$ cat src/sv/bc45_pkg.sv
// Package for the BC4/BC5 block decoder: shared types, codes and constants.
// No dependencies; compile first.
`default_nettype none

package bc45_pkg;

    localparam int unsigned TEXELS = 16;

    // Palette selector codes with a fixed meaning
    localparam logic [2:0] SEL_E0   = 3'd0;
    localparam logic [2:0] SEL_E1   = 3'd1;
    localparam logic [2:0] SEL_ZERO = 3'd6;
    localparam logic [2:0] SEL_FULL = 3'd7;

    localparam logic [10:0] BIAS7 = 11'd3;
    localparam logic [10:0] BIAS5 = 11'd2;

    // Reciprocals scaled by 2**RECIP_SHIFT, exact for sums below 2048
    localparam int unsigned RECIP_SHIFT = 14;
    localparam logic [11:0] RECIP7 = 12'd2341;
    localparam logic [11:0] RECIP5 = 12'd3277;

    // Normal Z: 255**2 and the final offset
    localparam logic [16:0] Z_UNIT_SQ = 17'd65025;
    localparam logic [8:0]  Z_BIAS    = 9'd255;

    typedef enum logic [1:0] {
        DIV_NONE = 2'd0,
        DIV_7    = 2'd1,
        DIV_5    = 2'd2
    } t_div;

    typedef struct packed {
        logic [3:0] idx;
        logic       last;
        logic       bc5;
    } t_tag;

    typedef struct packed {
        logic [9:0] rem;
        logic [7:0] root;
    } t_sqrt;

endpackage

`default_nettype wire

$ cat src/sv/bc45_blk_if.sv
// Input channel interface: one compressed block word per handshake.
// Standalone; no package needed.
`default_nettype none

interface bc45_blk_if;
    logic        valid;
    logic        ready;
    logic [63:0] red_block;
    logic [63:0] green_block;

    modport source (output valid, output red_block, output green_block, input ready);
    modport sink   (input valid, input red_block, input green_block, output ready);
endinterface

`default_nettype wire

$ cat src/sv/bc45_texel_if.sv
// Output channel interface: one decoded texel word per handshake.
// Standalone; no package needed.
`default_nettype none

interface bc45_texel_if;
    logic       valid;
    logic       ready;
    logic [3:0] texel_index;
    logic [7:0] red;
    logic [7:0] green;
    logic [7:0] blue;
    logic       last;

    modport source (output valid, output texel_index, output red, output green,
                    output blue, output last, input ready);
    modport sink   (input valid, input texel_index, input red, input green,
                    input blue, input last, output ready);
endinterface

`default_nettype wire

$ cat src/sv/bc4_bc5_block_decoder.sv
// BC4/BC5 block decoder top level: block serializer, two channel decoders,
// normal Z pipeline and output register. Uses bc45_pkg, both interfaces,
// bc45_chan and bc45_isqrt.
// Throughput: one texel word per cycle unless the output stalls; the serializer takes
// the next block as its sixteenth texel leaves, so blocks follow back to back.
// Reset (synchronous, active low): clears all valid bits and sets format to BC4.
`default_nettype none

module bc4_bc5_block_decoder import bc45_pkg::*; (
    input  logic          i_clk,
    input  logic          i_rst_n,
    input  logic          i_fmt_we,
    input  logic          i_fmt_wdata,
    bc45_blk_if.sink      i_blk,
    bc45_texel_if.source  o_texel
);

    // Stage map:
    //   S0      serializer holding the block and the texel count
    //   S1..S2  channel decode (inside bc45_chan)
    //   S3      distance squares from the center of the byte range
    //   S4      clamped Z squared
    //   S5..S8  square root (inside bc45_isqrt)
    //   S9      output register
    // The whole pipe moves on one enable; valid bits ride along with the data.

    logic        r_fmt;
    logic        r_busy;
    logic [3:0]  r_cnt;
    logic [63:0] r_red_blk;
    logic [63:0] r_grn_blk;
    logic        r_bc5;

    logic        w_en;
    logic        w_accept;
    logic        w_s0_last;
    t_tag        n_tag;

    logic [8:1]  r_vld;
    t_tag        r_tag [1:8];

    logic [7:0]  w_red2;
    logic [7:0]  w_grn2;
    logic [7:0]  r_red [3:8];
    logic [7:0]  r_grn [3:8];

    logic [7:0]  w_abs_red;
    logic [7:0]  w_abs_grn;
    logic [15:0] r_sq_red;
    logic [15:0] r_sq_grn;
    logic [16:0] w_sq_sum;
    logic [15:0] n_rad;
    logic [15:0] r_rad;
    logic [7:0]  w_root;

    logic        r_out_vld;
    logic [3:0]  r_out_idx;
    logic [7:0]  r_out_red;
    logic [7:0]  r_out_grn;
    logic [7:0]  r_out_blu;
    logic        r_out_last;
    logic [7:0]  n_out_grn;
    logic [7:0]  n_out_blu;

    // Advance everything unless a word sits in the output register unclaimed
    assign w_en      = !r_out_vld || o_texel.ready;
    assign w_s0_last = (r_cnt == 4'(TEXELS - 1));

    // Take a new block when idle, or as the current block's last texel moves on
    assign i_blk.ready = !r_busy || (w_en && w_s0_last);
    assign w_accept    = i_blk.valid && i_blk.ready;

    // Format register: only bit 0 of the data exists
    always_ff @(posedge i_clk) begin
        if (!i_rst_n) begin
            r_fmt <= 1'b0;
        end else if (i_fmt_we) begin
            r_fmt <= i_fmt_wdata;
        end
    end

    // Serializer control
    always_ff @(posedge i_clk) begin
        if (!i_rst_n) begin
            r_busy <= 1'b0;
            r_cnt  <= '0;
        end else if (w_accept) begin
            r_busy <= 1'b1;
            r_cnt  <= '0;
        end else if (w_en && r_busy) begin
            if (w_s0_last) begin
                r_busy <= 1'b0;
            end else begin
                r_cnt <= r_cnt + 4'd1;
            end
        end
    end

    // Hold the block and its format for all sixteen texels
    always_ff @(posedge i_clk) begin
        if (w_accept) begin
            r_red_blk <= i_blk.red_block;
            r_grn_blk <= i_blk.green_block;
            r_bc5     <= r_fmt;
        end
    end

    assign n_tag.idx  = r_cnt;
    assign n_tag.last = w_s0_last;
    assign n_tag.bc5  = r_bc5;

    bc45_chan u_chan_red (
        .i_clk (i_clk),
        .i_en  (w_en),
        .i_blk (r_red_blk),
        .i_cnt (r_cnt),
        .o_val (w_red2)
    );

    // Decoded even in BC4 mode; masked at the output
    bc45_chan u_chan_grn (
        .i_clk (i_clk),
        .i_en  (w_en),
        .i_blk (r_grn_blk),
        .i_cnt (r_cnt),
        .o_val (w_grn2)
    );

    // |2v - 255| without a subtractor: odd values above the midpoint,
    // the complement of 2v below it
    assign w_abs_red = w_red2[7] ? {w_red2[6:0], 1'b1} : ~{w_red2[6:0], 1'b0};
    assign w_abs_grn = w_grn2[7] ? {w_grn2[6:0], 1'b1} : ~{w_grn2[6:0], 1'b0};

    // Clamp Z squared at zero when the vector is longer than unit length
    assign w_sq_sum = 17'(r_sq_red) + 17'(r_sq_grn);
    assign n_rad    = (w_sq_sum >= Z_UNIT_SQ) ? '0 : 16'(Z_UNIT_SQ - w_sq_sum);

    bc45_isqrt u_isqrt (
        .i_clk  (i_clk),
        .i_en   (w_en),
        .i_rad  (r_rad),
        .o_root (w_root)
    );

    // Drop green and blue to zero in BC4 mode
    assign n_out_grn = r_tag[8].bc5 ? r_grn[8] : '0;
    assign n_out_blu = r_tag[8].bc5 ? 8'((9'(w_root) + Z_BIAS) >> 1) : '0;

    // Valid bits
    always_ff @(posedge i_clk) begin
        if (!i_rst_n) begin
            r_vld     <= '0;
            r_out_vld <= 1'b0;
        end else if (w_en) begin
            r_vld     <= {r_vld[7:1], r_busy};
            r_out_vld <= r_vld[8];
        end
    end

    // Payload stages
    always_ff @(posedge i_clk) begin
        if (w_en) begin
            r_tag[1] <= n_tag;
            for (int k = 2; k <= 8; k++) r_tag[k] <= r_tag[k-1];

            r_red[3] <= w_red2;
            r_grn[3] <= w_grn2;
            for (int k = 4; k <= 8; k++) begin
                r_red[k] <= r_red[k-1];
                r_grn[k] <= r_grn[k-1];
            end

            r_sq_red <= 16'(w_abs_red) * 16'(w_abs_red);
            r_sq_grn <= 16'(w_abs_grn) * 16'(w_abs_grn);
            r_rad    <= n_rad;

            r_out_idx  <= r_tag[8].idx;
            r_out_last <= r_tag[8].last;
            r_out_red  <= r_red[8];
            r_out_grn  <= n_out_grn;
            r_out_blu  <= n_out_blu;
        end
    end

    assign o_texel.valid       = r_out_vld;
    assign o_texel.texel_index = r_out_idx;
    assign o_texel.red         = r_out_red;
    assign o_texel.green       = r_out_grn;
    assign o_texel.blue        = r_out_blu;
    assign o_texel.last        = r_out_last;

endmodule

`default_nettype wire

$ cat src/sv/bc45_chan.sv
// One channel of texel decode: palette entry select, weighted sum, then
// division by 7 or 5 through a scaled reciprocal. Two register stages; uses bc45_pkg.
`default_nettype none

module bc45_chan import bc45_pkg::*; (
    input  logic        i_clk,
    input  logic        i_en,
    input  logic [63:0] i_blk,
    input  logic [3:0]  i_cnt,
    output logic [7:0]  o_val
);

    logic [7:0]  w_e0;
    logic [7:0]  w_e1;
    logic [5:0]  w_pos;
    logic [2:0]  w_sel;
    logic [2:0]  w_w0;
    logic [2:0]  w_w1;
    logic [10:0] n_sum;
    t_div        n_kind;
    logic [10:0] r_sum;
    t_div        r_kind;
    logic [22:0] w_prod;
    logic [7:0]  n_val;
    logic [7:0]  r_val;

    assign w_e0  = i_blk[7:0];
    assign w_e1  = i_blk[15:8];
    assign w_pos = 6'd16 + 6'(i_cnt) * 6'd3;
    assign w_sel = i_blk[w_pos +: 3];

    always_comb begin
        n_sum  = '0;
        n_kind = DIV_NONE;
        w_w0   = '0;
        w_w1   = '0;
        priority if (w_sel == SEL_E0) begin
            n_sum = 11'(w_e0);
        end else if (w_sel == SEL_E1) begin
            n_sum = 11'(w_e1);
        end else if (w_e0 > w_e1) begin
            w_w0   = 3'(4'd8 - 4'(w_sel));
            w_w1   = w_sel - 3'd1;
            n_kind = DIV_7;
            n_sum  = 11'(w_w0) * 11'(w_e0) + 11'(w_w1) * 11'(w_e1) + BIAS7;
        end else if (w_sel == SEL_ZERO) begin
            n_sum = '0;
        end else if (w_sel == SEL_FULL) begin
            n_sum = 11'(8'hFF);
        end else begin
            w_w0   = 3'(4'd6 - 4'(w_sel));
            w_w1   = w_sel - 3'd1;
            n_kind = DIV_5;
            n_sum  = 11'(w_w0) * 11'(w_e0) + 11'(w_w1) * 11'(w_e1) + BIAS5;
        end
    end

    always_comb begin
        w_prod = '0;
        n_val  = r_sum[7:0];
        unique case (r_kind)
            DIV_7: begin
                w_prod = 23'(r_sum) * 23'(RECIP7);
                n_val  = w_prod[RECIP_SHIFT +: 8];
            end
            DIV_5: begin
                w_prod = 23'(r_sum) * 23'(RECIP5);
                n_val  = w_prod[RECIP_SHIFT +: 8];
            end
            DIV_NONE: n_val = r_sum[7:0];
            default:  n_val = r_sum[7:0];
        endcase
    end

    always_ff @(posedge i_clk) begin
        if (i_en) begin
            r_sum  <= n_sum;
            r_kind <= n_kind;
            r_val  <= n_val;
        end
    end

    assign o_val = r_val;

endmodule

`default_nettype wire

$ cat src/sv/bc45_isqrt.sv
// Pipelined integer square root of a 16-bit value, two result bits per stage,
// four register stages; uses bc45_pkg.
`default_nettype none

module bc45_isqrt import bc45_pkg::*; (
    input  logic        i_clk,
    input  logic        i_en,
    input  logic [15:0] i_rad,
    output logic [7:0]  o_root
);

    t_sqrt       r_st  [0:3];
    t_sqrt       n_st  [0:3];
    logic [15:0] r_rad [0:2];
    logic [15:0] n_rad [0:2];

    // One restoring digit step: bring down two bits, try root*4+1
    function automatic t_sqrt sqrt_step(input t_sqrt s, input logic [1:0] pair);
        t_sqrt       o;
        logic [11:0] acc;
        logic [11:0] trial;
        acc   = {s.rem, pair};
        trial = {2'b00, s.root, 2'b01};
        if (acc >= trial) begin
            o.rem  = 10'(acc - trial);
            o.root = {s.root[6:0], 1'b1};
        end else begin
            o.rem  = acc[9:0];
            o.root = {s.root[6:0], 1'b0};
        end
        return o;
    endfunction

    always_comb begin
        n_st[0]  = sqrt_step(sqrt_step('0, i_rad[15:14]), i_rad[13:12]);
        n_rad[0] = {i_rad[11:0], 4'b0};
        for (int k = 1; k < 4; k++) begin
            n_st[k] = sqrt_step(sqrt_step(r_st[k-1], r_rad[k-1][15:14]),
                                r_rad[k-1][13:12]);
        end
        for (int k = 1; k < 3; k++) begin
            n_rad[k] = {r_rad[k-1][11:0], 4'b0};
        end
    end

    always_ff @(posedge i_clk) begin
        if (i_en) begin
            for (int k = 0; k < 4; k++) r_st[k] <= n_st[k];
            for (int k = 0; k < 3; k++) r_rad[k] <= n_rad[k];
        end
    end

    assign o_root = r_st[3].root;

endmodule

`default_nettype wire

$ cat src/flat_wrapper.sv
// flat-port wrapper written by rule: the top's interface ports become plain ports
module bc4_bc5_block_decoder_flat import bc45_pkg::*;
  (i_clk, i_rst_n, i_fmt_we, i_fmt_wdata, i_blk_valid, i_blk_red_block, i_blk_green_block, i_blk_ready, o_texel_valid, o_texel_texel_index, o_texel_red, o_texel_green, o_texel_blue, o_texel_last, o_texel_ready);
  bc45_blk_if i_blk_i ();
  bc45_texel_if o_texel_i ();
  input  logic i_clk;
  input  logic i_rst_n;
  input  logic i_fmt_we;
  input  logic i_fmt_wdata;
  input wire logic [$bits(i_blk_i.valid)-1:0] i_blk_valid;
  input wire logic [$bits(i_blk_i.red_block)-1:0] i_blk_red_block;
  input wire logic [$bits(i_blk_i.green_block)-1:0] i_blk_green_block;
  output wire logic [$bits(i_blk_i.ready)-1:0] i_blk_ready;
  output wire logic [$bits(o_texel_i.valid)-1:0] o_texel_valid;
  output wire logic [$bits(o_texel_i.texel_index)-1:0] o_texel_texel_index;
  output wire logic [$bits(o_texel_i.red)-1:0] o_texel_red;
  output wire logic [$bits(o_texel_i.green)-1:0] o_texel_green;
  output wire logic [$bits(o_texel_i.blue)-1:0] o_texel_blue;
  output wire logic [$bits(o_texel_i.last)-1:0] o_texel_last;
  input wire logic [$bits(o_texel_i.ready)-1:0] o_texel_ready;
  assign i_blk_i.valid = i_blk_valid;
  assign i_blk_i.red_block = i_blk_red_block;
  assign i_blk_i.green_block = i_blk_green_block;
  assign i_blk_ready = i_blk_i.ready;
  assign o_texel_valid = o_texel_i.valid;
  assign o_texel_texel_index = o_texel_i.texel_index;
  assign o_texel_red = o_texel_i.red;
  assign o_texel_green = o_texel_i.green;
  assign o_texel_blue = o_texel_i.blue;
  assign o_texel_last = o_texel_i.last;
  assign o_texel_i.ready = o_texel_ready;
  bc4_bc5_block_decoder u_core (.i_clk(i_clk), .i_rst_n(i_rst_n), .i_fmt_we(i_fmt_we), .i_fmt_wdata(i_fmt_wdata), .i_blk(i_blk_i), .o_texel(o_texel_i));
endmodule
$ cat config.mk
export PLATFORM = sky130hd
export DESIGN_NAME = bc4_bc5_block_decoder_flat
export DESIGN_NICKNAME = d
export VERILOG_FILES = /design/src/sv/bc45_pkg.sv /design/src/sv/bc45_blk_if.sv /design/src/sv/bc45_texel_if.sv /design/src/sv/bc4_bc5_block_decoder.sv /design/src/sv/bc45_chan.sv /design/src/sv/bc45_isqrt.sv /design/src/flat_wrapper.sv
export SDC_FILE = /design/constraint.sdc
export NUM_CORES = 1
export LEC_CHECK = 0
export ABC_AREA = 1
export BUFFER_PORTS_ARGS = -buffer_cell sky130_fd_sc_hd__buf_4
export CORE_UTILIZATION = 64
export CTS_CLUSTER_DIAMETER = 150
export DETAILED_ROUTE_END_ITERATION = 10
export GPL_TIMING_DRIVEN = 0
export PLACE_DENSITY_LB_ADDON = 0.1
export SLEW_MARGIN = 15
export SYNTH_ARGS = -nofsm -noshare
export SYNTH_HDL_FRONTEND = slang
export SYNTH_SLANG_ARGS = --single-unit
export TNS_END_PERCENT = 30
$ cat constraint.sdc
create_clock -name i_clk -period 13.3 [get_ports i_clk]
set_input_delay 0.665 -clock i_clk [delete_from_list [all_inputs] [get_ports i_clk]]
set_output_delay 0.665 -clock i_clk [all_outputs]
set_load 0.005 [all_outputs]
==> run_summary.xml, run 1 <==
<?xml version="1.0" encoding="UTF-8"?>
<metrics>
  <group name="status">
    <metric name="outcome" unit="">finished, final reports clean</metric>
  </group>
  <group name="clock_tree">
    <metric name="clk_path_buf_depth" unit="">3</metric>
    <metric name="cts_inserted_buffers" unit="">49</metric>
    <metric name="postCtsSetupBuffers" unit="">0</metric>
    <metric name="cts.hold.buffers_added" unit="">0</metric>
    <metric name="worst_setup_hold_path_clk_slew" unit="ns">0.06</metric>
    <metric name="cts_sinks" unit="">464</metric>
    <metric name="ctsHtreeMaxLevel" unit="">2</metric>
    <metric name="cts.repair.resized" unit="">0</metric>
    <metric name="cts_root_buffer" unit="">sky130_fd_sc_hd__clkbuf_16</metric>
    <metric name="worstSkewPairLatency" unit="ns">0.63</metric>
    <metric name="tritoncts_clock_tree" unit="">done</metric>
  </group>
  <group name="placed_design">
    <metric name="place_inst" unit="">4943</metric>
    <metric name="gp_congestion" unit="">0.995</metric>
    <metric name="dp_hpwl" unit="um">66400</metric>
    <metric name="number_of_buffers_added_on_ports" unit="">163</metric>
  </group>
  <group name="cells_and_area">
    <metric name="final_layout_size_suffix_gt1_frac" unit="">0.0877</metric>
    <metric name="post_layout_nonfiller_instances" unit="">5033</metric>
    <metric name="final.fill_count" unit="">4282</metric>
    <metric name="layout-area-overhead-vs-synth" unit="%">10.9</metric>
    <metric name="final_util" unit="">0.723</metric>
    <metric name="final_nets" unit="">5039</metric>
    <metric name="antenna_cells_inserted" unit="">0</metric>
  </group>
  <group name="global_routing">
    <metric name="global_route_wire_length_before_repair" unit="um">142000</metric>
    <metric name="first_global_vias" unit="">28200</metric>
    <metric name="grt_peak_use_layer" unit="">met2</metric>
    <metric name="grt_total_ovfl" unit="">0</metric>
    <metric name="grt_max_degree" unit="">99</metric>
    <metric name="global_route_track_usage_on_met2" unit="">0.490</metric>
    <metric name="gr_usage_total" unit="">0.301</metric>
    <metric name="grt_use_met3" unit="">0.0542</metric>
    <metric name="grtUsageMet1" unit="">0.404</metric>
    <metric name="initial_antenna_violation_count" unit="">2</metric>
  </group>
  <group name="timing">
    <metric name="slew_headroom" unit="">0.335</metric>
    <metric name="clock-skew-final" unit="ns">0.0533</metric>
    <metric name="finalCriticalPeriod" unit="ns">8.43</metric>
    <metric name="slew_viol_final" unit="">0</metric>
    <metric name="tightest_slew" unit="ns">0.987</metric>
    <metric name="rsz0062_at_grt" unit="">false</metric>
    <metric name="fin_crit_share" unit="">0.634</metric>
    <metric name="max_freq" unit="GHz">0.119</metric>
    <metric name="setup-tns-final" unit="ns">0</metric>
    <metric name="setup_viol_count_final" unit="">0</metric>
    <metric name="final_count_of_hold_timing_violations" unit="">0</metric>
  </group>
  <group name="floorplanning">
    <metric name="die_width" unit="um">243</metric>
    <metric name="core_area" unit="um2">56800</metric>
    <metric name="initial_core_utilization" unit="">0.653</metric>
    <metric name="floorplan.die.height" unit="um">243</metric>
    <metric name="die_area" unit="um2">58900</metric>
    <metric name="placementRows" unit="">87</metric>
    <metric name="io_pins" unit="">165</metric>
  </group>
  <group name="logic_synthesis">
    <metric name="synth_area_leaders" unit="">sky130_fd_sc_hd__edfxtp_1, sky130_fd_sc_hd__ha_1, sky130_fd_sc_hd__fa_1</metric>
    <metric name="primary_flip_flop_cell_chosen_by_synthesis_mapping" unit="">sky130_fd_sc_hd__edfxtp_1</metric>
    <metric name="number_of_synthesized_register_bits" unit="">464</metric>
    <metric name="synth_compound_gate_area_share" unit="">0.0881</metric>
    <metric name="post_synth_edffs" unit="">449</metric>
    <metric name="post_synth_xor_area_fraction" unit="">0.0278</metric>
    <metric name="post_synth_instance_area" unit="um2">37100</metric>
    <metric name="synth-seq-area-share" unit="">0.372</metric>
    <metric name="netlist_top_cells_count" unit="">sky130_fd_sc_hd__nand2_1, sky130_fd_sc_hd__inv_1, sky130_fd_sc_hd__edfxtp_1</metric>
    <metric name="yosys.cell_types.count" unit="">60</metric>
    <metric name="synthDominantCellAreaShare" unit="">0.364</metric>
    <metric name="synth_top_family_by_area" unit="">adder cells</metric>
    <metric name="asyncSetResetFlopFracSynth" unit="">0</metric>
    <metric name="syn_nets" unit="">4818</metric>
    <metric name="syn-mean-instance-area" unit="um2">9.23</metric>
    <metric name="synthAdderAreaFrac" unit="">0.269</metric>
    <metric name="synthDominantAreaCellType" unit="">sky130_fd_sc_hd__edfxtp_1</metric>
    <metric name="synth_warnings" unit="">0</metric>
    <metric name="synth.area.mux_share" unit="">0</metric>
    <metric name="synth_simple_gate_area_share" unit="">0.165</metric>
    <metric name="post-synth-top-count-cell" unit="">sky130_fd_sc_hd__nand2_1</metric>
    <metric name="postSynthCellCount" unit="">4017</metric>
  </group>
  <group name="flow_run">
    <metric name="maxCapViolCount" unit="">0</metric>
  </group>
  <group name="min_path">
    <metric name="worst_hold_path.num_cells" unit="">1</metric>
    <metric name="end_point_of_the_worst_hold_path" unit="">u_core.r_red_blk[41]</metric>
    <metric name="holdCritPathClass" unit="">primary input to flop</metric>
    <metric name="timing.hold.worst.start" unit="">i_blk_red_block[41]</metric>
  </group>
  <group name="critical_path">
    <metric name="worst_r2r_startpoint" unit="">u_core.r_cnt[1]</metric>
    <metric name="critPathBufInv" unit="">9</metric>
    <metric name="critical-path-top-delay-family" unit="">adder cells</metric>
    <metric name="slowest_stage_cell_cp" unit="">sky130_fd_sc_hd__fa_1</metric>
    <metric name="path_max_fanout" unit="">10</metric>
    <metric name="required" unit="ns">13.72</metric>
    <metric name="cpMostUsedCell" unit="">sky130_fd_sc_hd__inv_1</metric>
    <metric name="crit_path_start_kind" unit="">flop</metric>
    <metric name="cp_arrival" unit="ns">8.86</metric>
    <metric name="critPathMaxStageDelay" unit="ns">0.57</metric>
    <metric name="timing.setup.critical_path_class" unit="">flop to flop</metric>
    <metric name="capture_instance_of_the_worst_register_to_register_path" unit="">u_core.u_chan_red.r_sum[10]</metric>
    <metric name="worst-path-stages" unit="">37</metric>
    <metric name="r2r.worst_path.cells" unit="">37</metric>
    <metric name="critPathCaptureType" unit="">flop</metric>
    <metric name="r2r_setup_slack" unit="ns">4.87</metric>
  </group>
  <group name="routing">
    <metric name="finalWirelength" unit="um">86700</metric>
    <metric name="drc_errors" unit="">0</metric>
    <metric name="detail-route-antenna-nets" unit="">0</metric>
    <metric name="vias" unit="">28600</metric>
    <metric name="route.detailed.wl_per_inst" unit="um">17.2</metric>
    <metric name="vias_per_cell" unit="">5.69</metric>
    <metric name="drt_iter0_markers" unit="">2340</metric>
    <metric name="drt_first_pass_iters" unit="">6</metric>
  </group>
</metrics>
-- state kept, by name, indices dropped and copies added (netlist names), 11 cells and up --
name / count
u_core.r_grn: 48
u_core.r_grn_blk: 64
u_core.r_rad: 14
u_core.r_red: 48
u_core.r_red_blk: 64
u_core.r_sq_grn: 13
u_core.r_sq_red: 13
u_core.r_tag: 48
u_core.u_chan_grn.r_sum: 11
u_core.u_chan_red.r_sum: 11
u_core.u_isqrt.r_rad: 18
u_core.u_isqrt.r_st: 47
-- cells in the final DEF (no fill, tap or decap), drive strengths merged, types with 81 or more instances in the layout --
master,count
nor2,318
edfxtp,449
nand2,834
buf,223
ha,448
inv,648
o21ai,225
nand3,205
xor2,81
fa,219
clkbuf,101
a21oi,203
-- worst max path at each step --
| stage | start | slack [ns] | end |
|---|---|---|---|
| floorplan | o_texel_ready | 2.67 | u_core.r_cnt[0] |
| global placement | o_texel_ready | -0.95 | u_core.r_cnt[0] |
| detailed placement | u_core.r_cnt[1] | 5.11 | u_core.u_chan_red.r_sum[10] |
| CTS | u_core.r_cnt[1] | 5.04 | u_core.u_chan_red.r_sum[10] |
| global route | u_core.r_cnt[1] | 4.49 | u_core.u_chan_red.r_sum[10] |
| finish | u_core.r_cnt[1] | 4.87 | u_core.u_chan_red.r_sum[10] |
-- cell families (layout without fill, tap and decap cells) --
| group | after synthesis | after routing |
|---|---|---|
| fa+ha+maj | 667 | 667 |
| flops | 464 | 464 |
| buf+inv | 738 | 998 |
| simple gates | 1460 | 1460 |
| xor+xnor | 117 | 117 |
| compound gates | 571 | 571 |
-- stage by stage --
step	hold WS, ns	worst slack (ns)	area, um2
final	0.219	4.87	41100
after detailed placement	0.405	5.11	39400
after CTS	0.194	5.04	41100
after floorplan	0.400	2.67	37100
after global placement	0.400	-0.948	39200
after global routing	0.188	4.49	41100
-- layout make-up --
cell class                 instances  area, um2  area share
multi-input combinational       2815      20400       0.496
inverter                         641       2410      0.0587
clock inverter                    33        418      0.0102
clock buffer                      57       1260      0.0306
sequential                       464      13800       0.335
tap                              756        946      0.0230
buffer                            97        502      0.0122
timing repair buffer             170       1400      0.0341
-- routing by layer --
metal,vias up,wire (um),part of all wire
met3,270,7490,0.086
met4,4,3170,0.037
met5,-,21,0.00024
met1,13300,36400,0.42
met2,1203,39700,0.46
li1,13800,-,-
Power of run 1 is not shown: default switching activity piles up to over one toggle a cycle in this logic, so the estimate is an artifact.
==> inputs of run 2 (changes only) <==
Clock period 13.3 ns to 8.2 ns, I/O delays scaled along.
==> run 2 against run 1 <==
Compared with the run above: critical path depth up 1; cell count grew 2.5%; die area unchanged; fmax grew 7.7%; non-clock buffer count grew 125; routed wire length rose by 4.3%; register-to-register slack got worse by 4.5 ns.
==> run_summary.xml, run 2 (synthesis results as in run 1) <==
<?xml version="1.0" encoding="UTF-8"?>
<metrics>
  <group name="critical_path">
    <metric name="timing.setup.critical_path_class" unit="">flop to flop</metric>
    <metric name="critPathBufInv" unit="">10</metric>
    <metric name="cp_arrival" unit="ns">8.25</metric>
    <metric name="critPathCaptureType" unit="">flop</metric>
    <metric name="slowest_stage_cell_cp" unit="">sky130_fd_sc_hd__fa_1</metric>
    <metric name="required" unit="ns">8.63</metric>
    <metric name="critPathMaxStageDelay" unit="ns">0.60</metric>
    <metric name="path_max_fanout" unit="">10</metric>
    <metric name="crit_path_start_kind" unit="">flop</metric>
    <metric name="critical-path-top-delay-family" unit="">adder cells</metric>
    <metric name="cpMostUsedCell" unit="">sky130_fd_sc_hd__inv_1</metric>
  </group>
  <group name="routing">
    <metric name="vias" unit="">29400</metric>
    <metric name="vias_per_cell" unit="">5.69</metric>
    <metric name="detail-route-antenna-nets" unit="">0</metric>
    <metric name="route.detailed.wl_per_inst" unit="um">17.5</metric>
    <metric name="drc_errors" unit="">0</metric>
    <metric name="drt_first_pass_iters" unit="">7</metric>
    <metric name="finalWirelength" unit="um">90400</metric>
    <metric name="drt_iter0_markers" unit="">2512</metric>
  </group>
  <group name="floorplanning">
    <metric name="placementRows" unit="">87</metric>
    <metric name="initial_core_utilization" unit="">0.653</metric>
    <metric name="die_area" unit="um2">58900</metric>
    <metric name="core_area" unit="um2">56800</metric>
    <metric name="die_width" unit="um">243</metric>
    <metric name="floorplan.die.height" unit="um">243</metric>
    <metric name="io_pins" unit="">165</metric>
  </group>
  <group name="global_routing">
    <metric name="grt_max_degree" unit="">101</metric>
    <metric name="initial_antenna_violation_count" unit="">1</metric>
    <metric name="first_global_vias" unit="">29300</metric>
    <metric name="gr_usage_total" unit="">0.312</metric>
    <metric name="grt_total_ovfl" unit="">0</metric>
    <metric name="global_route_wire_length_before_repair" unit="um">147000</metric>
  </group>
  <group name="cells_and_area">
    <metric name="final_layout_size_suffix_gt1_frac" unit="">0.0870</metric>
    <metric name="layout-area-overhead-vs-synth" unit="%">14.4</metric>
    <metric name="finish.instance_area" unit="um2">42400</metric>
    <metric name="final_nets" unit="">5164</metric>
    <metric name="largest_registers" unit="">u_core.r_grn_blk x64, u_core.r_red_blk x64</metric>
    <metric name="layout_commonest_cell" unit="">sky130_fd_sc_hd__nand2_1</metric>
    <metric name="final_util" unit="">0.746</metric>
    <metric name="final_cell_mix" unit="">sky130_fd_sc_hd__nand2_1, sky130_fd_sc_hd__inv_1, sky130_fd_sc_hd__edfxtp_1</metric>
  </group>
  <group name="timing">
    <metric name="finalCriticalPeriod" unit="ns">7.82</metric>
    <metric name="rsz0062_at_grt" unit="">true</metric>
    <metric name="setup-tns-final" unit="ns">0</metric>
    <metric name="clock-skew-final" unit="ns">0.0298</metric>
    <metric name="setup_viol_count_final" unit="">0</metric>
    <metric name="worst_slack" unit="ns">0.375</metric>
    <metric name="tightest_slew" unit="ns">0.965</metric>
    <metric name="final_count_of_hold_timing_violations" unit="">0</metric>
    <metric name="slew_headroom" unit="">0.350</metric>
    <metric name="max_freq" unit="GHz">0.128</metric>
    <metric name="slew_viol_final" unit="">0</metric>
    <metric name="fin_crit_share" unit="">0.954</metric>
  </group>
  <group name="flow_run">
    <metric name="maxCapViolCount" unit="">0</metric>
  </group>
  <group name="clock_tree">
    <metric name="postCtsSetupBuffers" unit="">0</metric>
    <metric name="worst_setup_hold_path_clk_slew" unit="ns">0.07</metric>
    <metric name="cts_sinks" unit="">464</metric>
    <metric name="cts_root_buffer" unit="">sky130_fd_sc_hd__clkbuf_16</metric>
    <metric name="ctsHtreeMaxLevel" unit="">2</metric>
    <metric name="tritoncts_clock_tree" unit="">done</metric>
    <metric name="clk_path_buf_depth" unit="">3</metric>
    <metric name="cts_inserted_buffers" unit="">49</metric>
    <metric name="worstSkewPairLatency" unit="ns">0.62</metric>
  </group>
  <group name="placed_design">
    <metric name="dpl-instance-area" unit="um2">39400</metric>
    <metric name="place_worst_setup_slack" unit="ns">0.122</metric>
    <metric name="gp_congestion" unit="">0.997</metric>
    <metric name="number_of_buffers_added_on_ports" unit="">163</metric>
    <metric name="dp_hpwl" unit="um">66200</metric>
  </group>
  <group name="min_path">
    <metric name="holdCritPathClass" unit="">primary input to flop</metric>
  </group>
  <group name="status">
    <metric name="outcome" unit="">finished, final reports clean</metric>
  </group>
</metrics>
run 2: cell types whose count changed in the layout (fill, tap and decap cells not counted), sizes merged:
cell | previous run | this run
dlygate4sd3 | 0 | 128
buf | 223 | 218
clkinv | 18 | 22
bufinv | 6 | 9
clkbuf | 101 | 98
inv | 648 | 645
diode | 0 | 2
run 2: worst register-to-register path: cells and delay by family, from the launching register on:
family                   cells  cell delay, ns
adder cells (fa/ha/maj)      8            3.05
XOR/XNOR                     2            0.34
AND/OR/NAND/NOR             10            1.14
AO/OA/AOI/OAI                8            1.34
flip-flops                   1            0.40
buffers and inverters       10            1.38
run 2: final timing paths:
| path | depth (start not counted) | startpoint | to | slack [ns] |
|---|---|---|---|---|
| worst max-delay path | 38 | u_core.r_cnt[1] | u_core.u_chan_red.r_sum[10] | 0.38 |
| worst min-delay path | 2 | i_fmt_we | u_core.r_fmt | 0.03 |
| worst max register to register | 38 | u_core.r_cnt[1] | u_core.u_chan_red.r_sum[10] | 0.38 |
| worst min register to register | 0 | u_core.r_red[3][7] | u_core.r_red[4][7] | 0.41 |
run 2: final cells by class:
cell class,instances,area [um2]
multi-input combinational,2815,20400
fill,4046,14400
sequential,464,13800
timing repair buffer,295,2620
inverter,641,2410
clock buffer,52,1240
tap,756,946
buffer,97,527
clock inverter,37,462
antenna,2,5.00
run 2: repair_timing:
| item | CTS | global route |
|---|---|---|
| hold buffers | 128 | 0 |
| gates resized for setup | 0 | 21 |
| setup endpoints to repair | 0 | 4 |
| endpoints found under the hold margin | 128 | 0 |
run 2: metrics by stage:
step	instances	hold WS, ns
floorplan	4017	0.400
global placement	4936	0.400
detailed placement	4940	0.405
CTS	5157	0.00153
global route	5158	0.00269
finish	5159	0.0253
run 2: layer usage:
layer,wire length [um],global-route usage
met3,7600,0.0454
met1,37000,0.412
met5,0,0
met2,42600,0.524
met4,3280,0.116
Power of run 2 is left out for the same reason.
